==> config.mk <==
export PLATFORM = sky130hd
export DESIGN_NAME = cbor_stream_validator_top
export DESIGN_NICKNAME = d
export VERILOG_FILES = /design/src/design/csv_pkg.sv /design/src/design/cbor_stream_validator_top.sv
export SDC_FILE = /design/constraint.sdc
export NUM_CORES = 2
export LEC_CHECK = 0
export BUFFER_PORTS_ARGS = -buffer_cell sky130_fd_sc_hd__buf_2
export CAP_MARGIN = 30
export CELL_PAD_IN_SITES_DETAIL_PLACEMENT = 2
export CELL_PAD_IN_SITES_GLOBAL_PLACEMENT = 2
export CORE_UTILIZATION = 41
export DETAILED_ROUTE_END_ITERATION = 10
export PLACE_DENSITY = 0.8
export SYNTH_ARGS = -nofsm -noshare
export SYNTH_HDL_FRONTEND = slang
export SYNTH_SLANG_ARGS = --single-unit
==> constraint.sdc <==
create_clock -name clk -period 11.7 [get_ports clk]
set_input_delay 1.17 -clock clk [delete_from_list [all_inputs] [get_ports clk]]
set_output_delay 1.17 -clock clk [all_outputs]
set_load 0.05 [all_outputs]
==> src/design/csv_pkg.sv <==
// Package for the CBOR stream validator: payload types, status codes, limits.
package csv_pkg;

  localparam int StackDepthDef = 16;

  localparam logic [3:0] ST_PENDING  = 4'd0;
  localparam logic [3:0] ST_VALID    = 4'd1;
  localparam logic [3:0] ST_TRUNC    = 4'd2;
  localparam logic [3:0] ST_UNSUP    = 4'd3;
  localparam logic [3:0] ST_INVALID  = 4'd4;
  localparam logic [3:0] ST_NONCANON = 4'd5;
  localparam logic [3:0] ST_CAPACITY = 4'd6;
  localparam logic [3:0] ST_DEPTH    = 4'd7;
  localparam logic [3:0] ST_RANGE    = 4'd8;
  localparam logic [3:0] ST_UTF8     = 4'd9;
  localparam logic [3:0] ST_TRAILING = 4'd10;

  localparam logic [1:0] REG_MAX_NESTING = 2'd0;
  localparam logic [1:0] REG_MAX_BSTR    = 2'd1;
  localparam logic [1:0] REG_MAX_TEXT    = 2'd2;
  localparam logic [1:0] REG_MAX_ITEMS   = 2'd3;

  typedef struct packed {
    logic [7:0] data_byte;
    logic       has_byte;
    logic       last;
  } in_item_t;

  typedef struct packed {
    logic [3:0] status;
    logic       final_res;
  } out_item_t;

endpackage

==> src/design/cbor_stream_validator_top.sv <==
// Top level of the streaming CBOR well-formedness validator.
//
// Usage: bytes of a CBOR message arrive on the in_ channel (valid/stall),
// one transaction per byte; last ends the message, has_byte 0 allows an
// end marker without a byte. Every input transaction yields exactly one
// out_ transaction: status holds the first error seen so far (0 if none)
// with final_res 0, or on last the verdict for the whole message with
// final_res 1, after which parse state clears for the next message.
// out_valid rises in the cycle after acceptance; throughput is one byte per
// cycle while out_stall is low, set by the single register stage holding
// the result. in_stall is raised only while a result is held and out_stall
// is high, so a stalled receiver holds the result and blocks the input
// until it releases. The user must write the limit registers on the cfg_
// port only while idle; the block does not enforce it. Reset (rst_n low,
// synchronous) restores limits 8, 65535, 65535, 255, clears the container
// stack and drops out_valid. No clearing pass.
module cbor_stream_validator_top
  import csv_pkg::*;
#(
  parameter int STACK_DEPTH = StackDepthDef
) (
  input  logic      clk,
  input  logic      rst_n,
  input  logic      in_valid,
  output logic      in_stall,
  input  in_item_t  in_data,
  output logic      out_valid,
  input  logic      out_stall,
  output out_item_t out_data,
  input  logic      cfg_we,
  input  logic [1:0] cfg_index,
  input  logic [31:0] cfg_data
);

  localparam int LW = $clog2(STACK_DEPTH + 1);
  localparam int IW = (STACK_DEPTH > 1) ? $clog2(STACK_DEPTH) : 1;

  typedef enum logic [1:0] {PH_HEAD, PH_ARG, PH_STR, PH_DONE} phase_t;

  logic [4:0]  max_nesting_r;
  logic [31:0] max_bstr_r, max_text_r, max_items_r;

  logic [32:0] rem_r   [STACK_DEPTH];
  logic [32:0] rem_nxt [STACK_DEPTH];
  logic [LW-1:0] lvl_r, lvl_nxt;
  phase_t      phase_r, phase_nxt;
  logic [7:0]  head_r, head_nxt;
  logic [63:0] acc_r, acc_nxt;
  logic [3:0]  argl_r, argl_nxt;
  logic [31:0] strl_r, strl_nxt;
  logic [7:0]  utf_r, utf_nxt;
  logic [3:0]  sticky_r, sticky_nxt;
  logic        out_valid_r;
  out_item_t   out_r, out_nxt;

  logic accept;
  assign in_stall  = out_valid_r && out_stall;
  assign accept    = in_valid && !in_stall;
  assign out_valid = out_valid_r;
  assign out_data  = out_r;

  // pop detection: lowest level k such that every level from k+1..lvl closes
  logic [STACK_DEPTH+1:0] ends_at;   // ends_at[j]: levels j..lvl all hold one
  always_comb begin
    ends_at[0] = 1'b1;
    ends_at[STACK_DEPTH+1] = 1'b1;
    for (int j = STACK_DEPTH; j >= 1; j--) begin
      if (j > int'(lvl_r)) ends_at[j] = 1'b1;
      else ends_at[j] = (rem_r[j-1] == 33'd1) && ends_at[j+1];
    end
  end

  // item_done helper outcome
  logic [LW-1:0] done_lvl;   // level whose counter decrements, 0 => value done
  always_comb begin
    done_lvl = '0;
    for (int j = 1; j <= STACK_DEPTH; j++) begin
      if (j <= int'(lvl_r) && !(ends_at[j])) done_lvl = LW'(j);
    end
  end

  logic [2:0]  maj;
  logic [4:0]  add;
  logic [63:0] arg;
  logic        do_head, do_item;
  logic [7:0]  ub;
  logic [1:0]  owed;
  logic [2:0]  cls;
  logic [7:0]  lo, hi;
  logic [LW:0] newlvl;
  logic [33:0] cnt;

  always_comb begin
    lvl_nxt = lvl_r; phase_nxt = phase_r; head_nxt = head_r; acc_nxt = acc_r;
    argl_nxt = argl_r; strl_nxt = strl_r; utf_nxt = utf_r; sticky_nxt = sticky_r;
    for (int j = 0; j < STACK_DEPTH; j++) rem_nxt[j] = rem_r[j];
    do_head = 1'b0; do_item = 1'b0;
    maj = head_r[7:5]; add = head_r[4:0]; arg = acc_r;
    ub = in_data.data_byte; owed = utf_r[1:0]; cls = utf_r[4:2];
    lo = 8'h80; hi = 8'hBF; newlvl = '0; cnt = '0;

    if (in_data.has_byte && sticky_r == ST_PENDING) begin
      unique case (phase_r)
        PH_DONE: sticky_nxt = ST_TRAILING;
        PH_ARG: begin
          acc_nxt = {acc_r[55:0], ub};
          arg = acc_nxt;
          if (argl_r != 4'd0) argl_nxt = argl_r - 4'd1;
          if (argl_nxt == 4'd0) do_head = 1'b1;
        end
        PH_STR: begin
          if (maj == 3'd3 && !utf_r[7]) begin
            if (owed == 2'd0) begin
              priority if (ub < 8'h80) utf_nxt = utf_r;
              else if (ub < 8'hC2) utf_nxt = 8'h80;
              else if (ub < 8'hE0) utf_nxt = 8'd1;
              else if (ub < 8'hF0)
                utf_nxt = {3'b0, (ub == 8'hE0) ? 3'd1 : ((ub == 8'hED) ? 3'd2 : 3'd0), 2'd2};
              else if (ub < 8'hF5)
                utf_nxt = {3'b0, (ub == 8'hF0) ? 3'd3 : ((ub == 8'hF4) ? 3'd4 : 3'd0), 2'd3};
              else utf_nxt = 8'h80;
            end else begin
              if (cls == 3'd1) lo = 8'hA0;
              else if (cls == 3'd2) hi = 8'h9F;
              else if (cls == 3'd3) lo = 8'h90;
              else if (cls == 3'd4) hi = 8'h8F;
              if (ub < lo || ub > hi) utf_nxt = 8'h80;
              else utf_nxt = {6'b0, owed - 2'd1};
            end
          end
          if (strl_r != 32'd0) strl_nxt = strl_r - 32'd1;
          if (strl_nxt == 32'd0) begin
            if (maj == 3'd3 && (utf_nxt & 8'h83) != 8'd0) sticky_nxt = ST_UTF8;
            else do_item = 1'b1;
          end
        end
        default: begin
          head_nxt = ub; maj = ub[7:5]; add = ub[4:0];
          acc_nxt = '0;
          if (add < 5'd24) begin
            acc_nxt = {59'd0, add}; arg = acc_nxt; do_head = 1'b1;
          end else if (add == 5'd31) sticky_nxt = ST_UNSUP;
          else if (add > 5'd27) sticky_nxt = ST_INVALID;
          else begin
            argl_nxt = 4'd1 << (add - 5'd24);
            phase_nxt = PH_ARG;
          end
        end
      endcase

      if (do_head) begin
        newlvl = {1'b0, lvl_r} + 1'b1;
        cnt = (maj == 3'd5) ? {arg[32:0], 1'b0} : {1'b0, arg[32:0]};
        if (maj != 3'd7 && ((add == 5'd24 && arg < 64'd24) ||
            (add == 5'd25 && arg <= 64'hFF) || (add == 5'd26 && arg <= 64'hFFFF) ||
            (add == 5'd27 && arg <= 64'hFFFF_FFFF)))
          sticky_nxt = ST_NONCANON;
        else if (maj == 3'd6 || (maj == 3'd7 && add != 5'd20 && add != 5'd21 &&
                 add != 5'd22 && add != 5'd26 && add != 5'd27))
          sticky_nxt = ST_UNSUP;
        else if (maj == 3'd2 || maj == 3'd3) begin
          if (arg > {32'd0, (maj == 3'd2) ? max_bstr_r : max_text_r})
            sticky_nxt = ST_CAPACITY;
          else if (arg == 64'd0) do_item = 1'b1;
          else begin
            strl_nxt = arg[31:0]; utf_nxt = '0; phase_nxt = PH_STR;
          end
        end else if (maj == 3'd4 || maj == 3'd5) begin
          if (newlvl > (LW+1)'(max_nesting_r) || newlvl > (LW+1)'(STACK_DEPTH))
            sticky_nxt = ST_DEPTH;
          else if (arg > {32'd0, max_items_r}) sticky_nxt = ST_CAPACITY;
          else if (cnt == 34'd0) do_item = 1'b1;
          else begin
            rem_nxt[lvl_r[IW-1:0]] = cnt[32:0];
            lvl_nxt = newlvl[LW-1:0];
            phase_nxt = PH_HEAD;
          end
        end else if (maj == 3'd7 && add == 5'd26 && arg[30:23] == 8'hFF)
          sticky_nxt = ST_RANGE;
        else if (maj == 3'd7 && add == 5'd27 && arg[62:52] == 11'h7FF)
          sticky_nxt = ST_RANGE;
        else do_item = 1'b1;
      end

      if (do_item) begin
        if (done_lvl == '0) begin
          lvl_nxt = '0; phase_nxt = PH_DONE;
        end else begin
          rem_nxt[done_lvl[IW-1:0] - IW'(1)] = rem_r[done_lvl[IW-1:0] - IW'(1)] - 33'd1;
          lvl_nxt = done_lvl; phase_nxt = PH_HEAD;
        end
      end
    end

    out_nxt.status = sticky_nxt;
    out_nxt.final_res = in_data.last;
    if (in_data.last) begin
      if (sticky_nxt == ST_PENDING)
        out_nxt.status = (phase_nxt == PH_DONE) ? ST_VALID : ST_TRUNC;
      for (int j = 0; j < STACK_DEPTH; j++) rem_nxt[j] = '0;
      lvl_nxt = '0; phase_nxt = PH_HEAD; head_nxt = '0; acc_nxt = '0;
      argl_nxt = '0; strl_nxt = '0; utf_nxt = '0; sticky_nxt = ST_PENDING;
    end
  end

  always_ff @(posedge clk) begin
    if (!rst_n) begin
      max_nesting_r <= 5'd8; max_bstr_r <= 32'd65535;
      max_text_r <= 32'd65535; max_items_r <= 32'd255;
      for (int j = 0; j < STACK_DEPTH; j++) rem_r[j] <= '0;
      lvl_r <= '0; phase_r <= PH_HEAD; head_r <= '0; acc_r <= '0;
      argl_r <= '0; strl_r <= '0; utf_r <= '0; sticky_r <= ST_PENDING;
      out_valid_r <= 1'b0;
    end else begin
      if (cfg_we) begin
        unique case (cfg_index)
          REG_MAX_NESTING: max_nesting_r <= cfg_data[4:0];
          REG_MAX_BSTR:    max_bstr_r <= cfg_data;
          REG_MAX_TEXT:    max_text_r <= cfg_data;
          REG_MAX_ITEMS:   max_items_r <= cfg_data;
        endcase
      end
      if (accept) begin
        for (int j = 0; j < STACK_DEPTH; j++) rem_r[j] <= rem_nxt[j];
        lvl_r <= lvl_nxt; phase_r <= phase_nxt; head_r <= head_nxt; acc_r <= acc_nxt;
        argl_r <= argl_nxt; strl_r <= strl_nxt; utf_r <= utf_nxt; sticky_r <= sticky_nxt;
        out_valid_r <= 1'b1;
      end else if (!out_stall) begin
        out_valid_r <= 1'b0;
      end
    end
  end

  always_ff @(posedge clk) begin
    if (accept) out_r <= out_nxt;
  end

  a_level_bound: assert property (@(posedge clk) disable iff (!rst_n)
    int'(lvl_r) <= STACK_DEPTH) else $error("stack level past depth");
  a_done_empty: assert property (@(posedge clk) disable iff (!rst_n)
    phase_r == PH_DONE |-> lvl_r == '0) else $error("done with open containers");
  a_final_clears: assert property (@(posedge clk) disable iff (!rst_n)
    accept && in_data.last |=> sticky_r == ST_PENDING && lvl_r == '0)
    else $error("message end did not clear state");
  a_final_verdict: assert property (@(posedge clk) disable iff (!rst_n)
    out_valid && out_data.final_res |-> out_data.status != ST_PENDING)
    else $error("final result pending");

endmodule

==> key figures <==
Clock tree
  • Worst-path clk slew: 0.07 ns
  • Total CTS buffers: 94
  • # resized after CTS: 0
  • Cts hold-fix bufs: 0
  • Clock tree root driver cell: clkbuf_16
  • H-tree levels: 3
  • Clock Tree Buf Depth: 3
  • Clk_lat worst skew: 0.73 ns
  • Post-CTS setup buffers: 0
  • Clock sinks: 760
  • TritonCTS clock tree: built

Die
  • # IOs: 56
  • Die extent in x: 346 um
  • Die Span Y: 346 um
  • Area of the die: between 100,000 and 150,000 um2
  • Core area: 117,000 um2
  • Initial core utilization: between 40% and 50%
  • Site row count: roughly 130

Hold path
  • Worst hold path class: reg2reg
  • Hold Path End: max_text_r[11]
  • Hold Path Stages: 2
  • HP Start: max_text_r[11]

STA
  • Final Hold Viols: 0
  • Tightest Pin Transition: 1.16 ns
  • Final Skew: 0.0436 ns
  • # setup viols final: 0
  • Slew Viols, Final: 0
  • RSZ-0062 raised after global routing: false
  • Final setup TNS: 0 ns
  • Max Fclk: 105 MHz
  • Tmin final: ~9.5 ns
  • Headroom to the max-slew limit: a little over a fifth
  • Period utilization: roughly four fifths

Yosys
  • Syn Area/Cell: ~9.0 um2
  • Yosys top cell area share: approximately a third
  • Post-synthesis sequential area ratio: 42.4%
  • Post-synth top flop: edfxtp_1
  • Distinct cells, synth: 86
  • FFs w/ async S/R, synth: 0%
  • Mapped Nets: 5,529
  • Main area contributors after synthesis: edfxtp_1 (33%), dfxtp_1 (9.4%), a211oi_1 (7.9%)
  • Seq cells post-synth: 760
  • EDFF count, synth: approximately 530
  • Synth Instances: 5,394
  • Yosys warning count: 0
  • Cell taking the most area after synthesis: edfxtp_1
  • Syn Std Cell Area: 48,500 um2

Power and ir drop
  • Power density cells: 135 nW/um2
  • Leakage power total: between 15 and 20 nW
  • VDD IR max: 0.120 mV

Outcome
  • Status: completed

Final layout
  • Share of cells above drive strength 1: 12.4%
  • Design Area, Final: 53,800 um2
  • Final net count: 5,344
  • Synth-to-layout area growth: 11.1%

Place
  • IO Port Bufs: 55
  • HPWL after detailed placement: 152,000 um
  • GP Congestion: between 0.9 and 1
  • Post-DP Area: 50,600 um2

GRT
  • Grt ovf: 0
  • Initial antenna violation count: 4
  • Total GRT Usage: 36.7%
  • Largest net degree at the start of global routing: 136
  • Vias in the first global route: about 50,000
  • First-pass GRT wire length: 333,000 um

Detailed routing
  • Routed len/inst: 33.1 um
  • DRT iter0 DRCs: 4,673
  • Final ANT Viol Nets: 0
  • Pre-antenna DRT Iters: 7
  • DR vias: around 48,000
  • DRC: 0
  • Drt via density: between 6 and 7
  • Final WL: about 230,000 um

Setup path
  • R2r setup slk: between 2 and 2.5 ns
  • Buf+Inv Stages, Crit Path: 3
  • Worst r2r src: lvl_r[0]
  • Worst Path Arrival: 9.99 ns
  • Critical Path Fanout Max: 44
  • Crit-path most repeated cell: inv_1
  • Crit path kind: reg2reg
  • CP Capture Type: flop
  • RR Endpoint: rem_r[15][29]
  • CP peak stage delay: 0.86 ns
  • R2r worst-path depth: 19
  • CP Data Required Time: 12.17 ns
  • Slowest stage cell, crit path: ha_4
  • Sequence of cells on the critical path: inv_1, ha_1, or3_1, o31ai_1, o211ai_1, a2111oi_1, nor2_1, o311ai_4, inv_1, ha_4, mux4_2, a22oi_1, nand3_2, nor3_2, nand4_1, nor3b_2, mux2i_2, buf_4, a2111oi_0
  • WP depth: 19
  • Setup crit start kind: flop
  • CP top delay family: simple AND/OR/NAND/NOR gates

Flow run
  • Maxcap violations: 0
[cells in the mapped netlist (all sizes together), types with 15 or more instances]
| master | instances |
|---|---|
| nand2 | 646 |
| o21ai | 561 |
| edfxtp | 533 |
| a211oi | 512 |
| nor2 | 509 |
| clkbuf | 430 |
| a21oi | 363 |
| dfxtp | 227 |
| nand3 | 198 |
| nor4 | 154 |
| mux4 | 134 |
| a21boi | 111 |
| nor3 | 101 |
| inv | 93 |
| ha | 86 |
| buf | 83 |
| nand4 | 82 |
| mux2i | 78 |
| a22o | 60 |
| nor2b | 34 |
| xnor2 | 34 |
| a21o | 30 |
| a22oi | 29 |
| or3 | 26 |
| o211ai | 24 |
| nor4b | 21 |
| a31oi | 20 |
| nand2b | 16 |
| a2111oi | 15 |
| and2 | 15 |
| o22ai | 15 |
[worst min-delay path: cells and delay by family (launching register included)]
kind	cells	cell delay [ns]
and+or+nand+nor	2	0.12
DFF	1	0.32
[metrics by stage]
stage / setup WS (ns) / util [%] / power, mW / cells / hold slack (ns)
floorplan: 2.77 / - / 3.77 / 5394 / 0.426
global placement: 2.46 / 43.2 / 4.15 / 6615 / 0.445
detailed placement: 2.26 / 43.3 / 4.21 / 6626 / 0.458
CTS: 2.18 / 46.0 / 7.23 / 6798 / 0.473
global route: 1.77 / 46.1 / 7.41 / 6810 / 0.497
finish: 2.18 / 46.2 / 7.25 / 6813 / 0.471
[placed cells by master, fill, tap and decap left out, types with 80 or more instances in the layout]
cell,count
a211oi_1,507
a21boi_0,111
a21oi_1,363
buf_4,159
clkbuf_16,98
dfxtp_1,227
edfxtp_1,533
ha_1,85
inv_1,91
mux4_2,134
nand2_1,640
nand3_1,186
nand4_1,80
nor2_1,490
nor3_1,98
nor4_1,147
o21ai_0,550
[state kept, by name, summed over array words and instances (netlist names)]
name,count
max_items_r,32
max_text_r,32
max_nesting_r,5
rem_r,528
head_r,8
argl_r,4
phase_r,2
out_data,5
lvl_r,5
max_bstr_r,32
sticky_r,4
strl_r,32
utf_r,6
acc_r,64
out_valid,1
[report_power, final]
| part | internal [mW] | leakage [nW] | switching [mW] |
|---|---|---|---|
| Sequential | 3.05 | 7.58 | 0.164 |
| Clock | 1.73 | 1.52 | 1.31 |
| Combinational | 0.304 | 9.70 | 0.692 |
[cells by family after synthesis]
logic type	share of synthesized area (%)
AO/OA/AOI/OAI	23.9
multiplexers	8.00
adder cells (fa/ha/maj)	2.22
buffers and inverters	4.93
AND/OR/NAND/NOR	17.8
flip-flops	42.4
XOR/XNOR	0.795
[cell type report]
cell class,count,area (um2)
clock buffer,127,2660
clock inverter,45,432
fill,12440,62800
antenna,4,10.0
timing repair buffer,232,1780
tap,1524,1910
inverter,94,368
sequential,760,20500
multi-input combinational,4027,26100
[how the worst max path moves through the flow]
| stage | endpoint | from |
|---|---|---|
| floorplan | rem_r[0][0] | out_stall |
| CTS | rem_r[15][29] | rem_r[13][13] |
| global route | rem_r[15][29] | lvl_r[0] |
| detailed placement | rem_r[11][29] | rem_r[13][13] |
| finish | rem_r[15][29] | lvl_r[0] |
| global placement | rem_r[15][29] | rem_r[13][28] |
[per-layer routing]
layer | vias up | track usage, % | wire (um)
li1 | 20065 | - | -
met1 | 24719 | 46.0 | 88700
met2 | 2205 | 60.2 | 107000
met3 | 621 | 5.28 | 15800
met4 | 4 | 21.4 | 14700
met5 | - | 0 | 22
No activity file was read; power rests on OpenSTA's default activity.
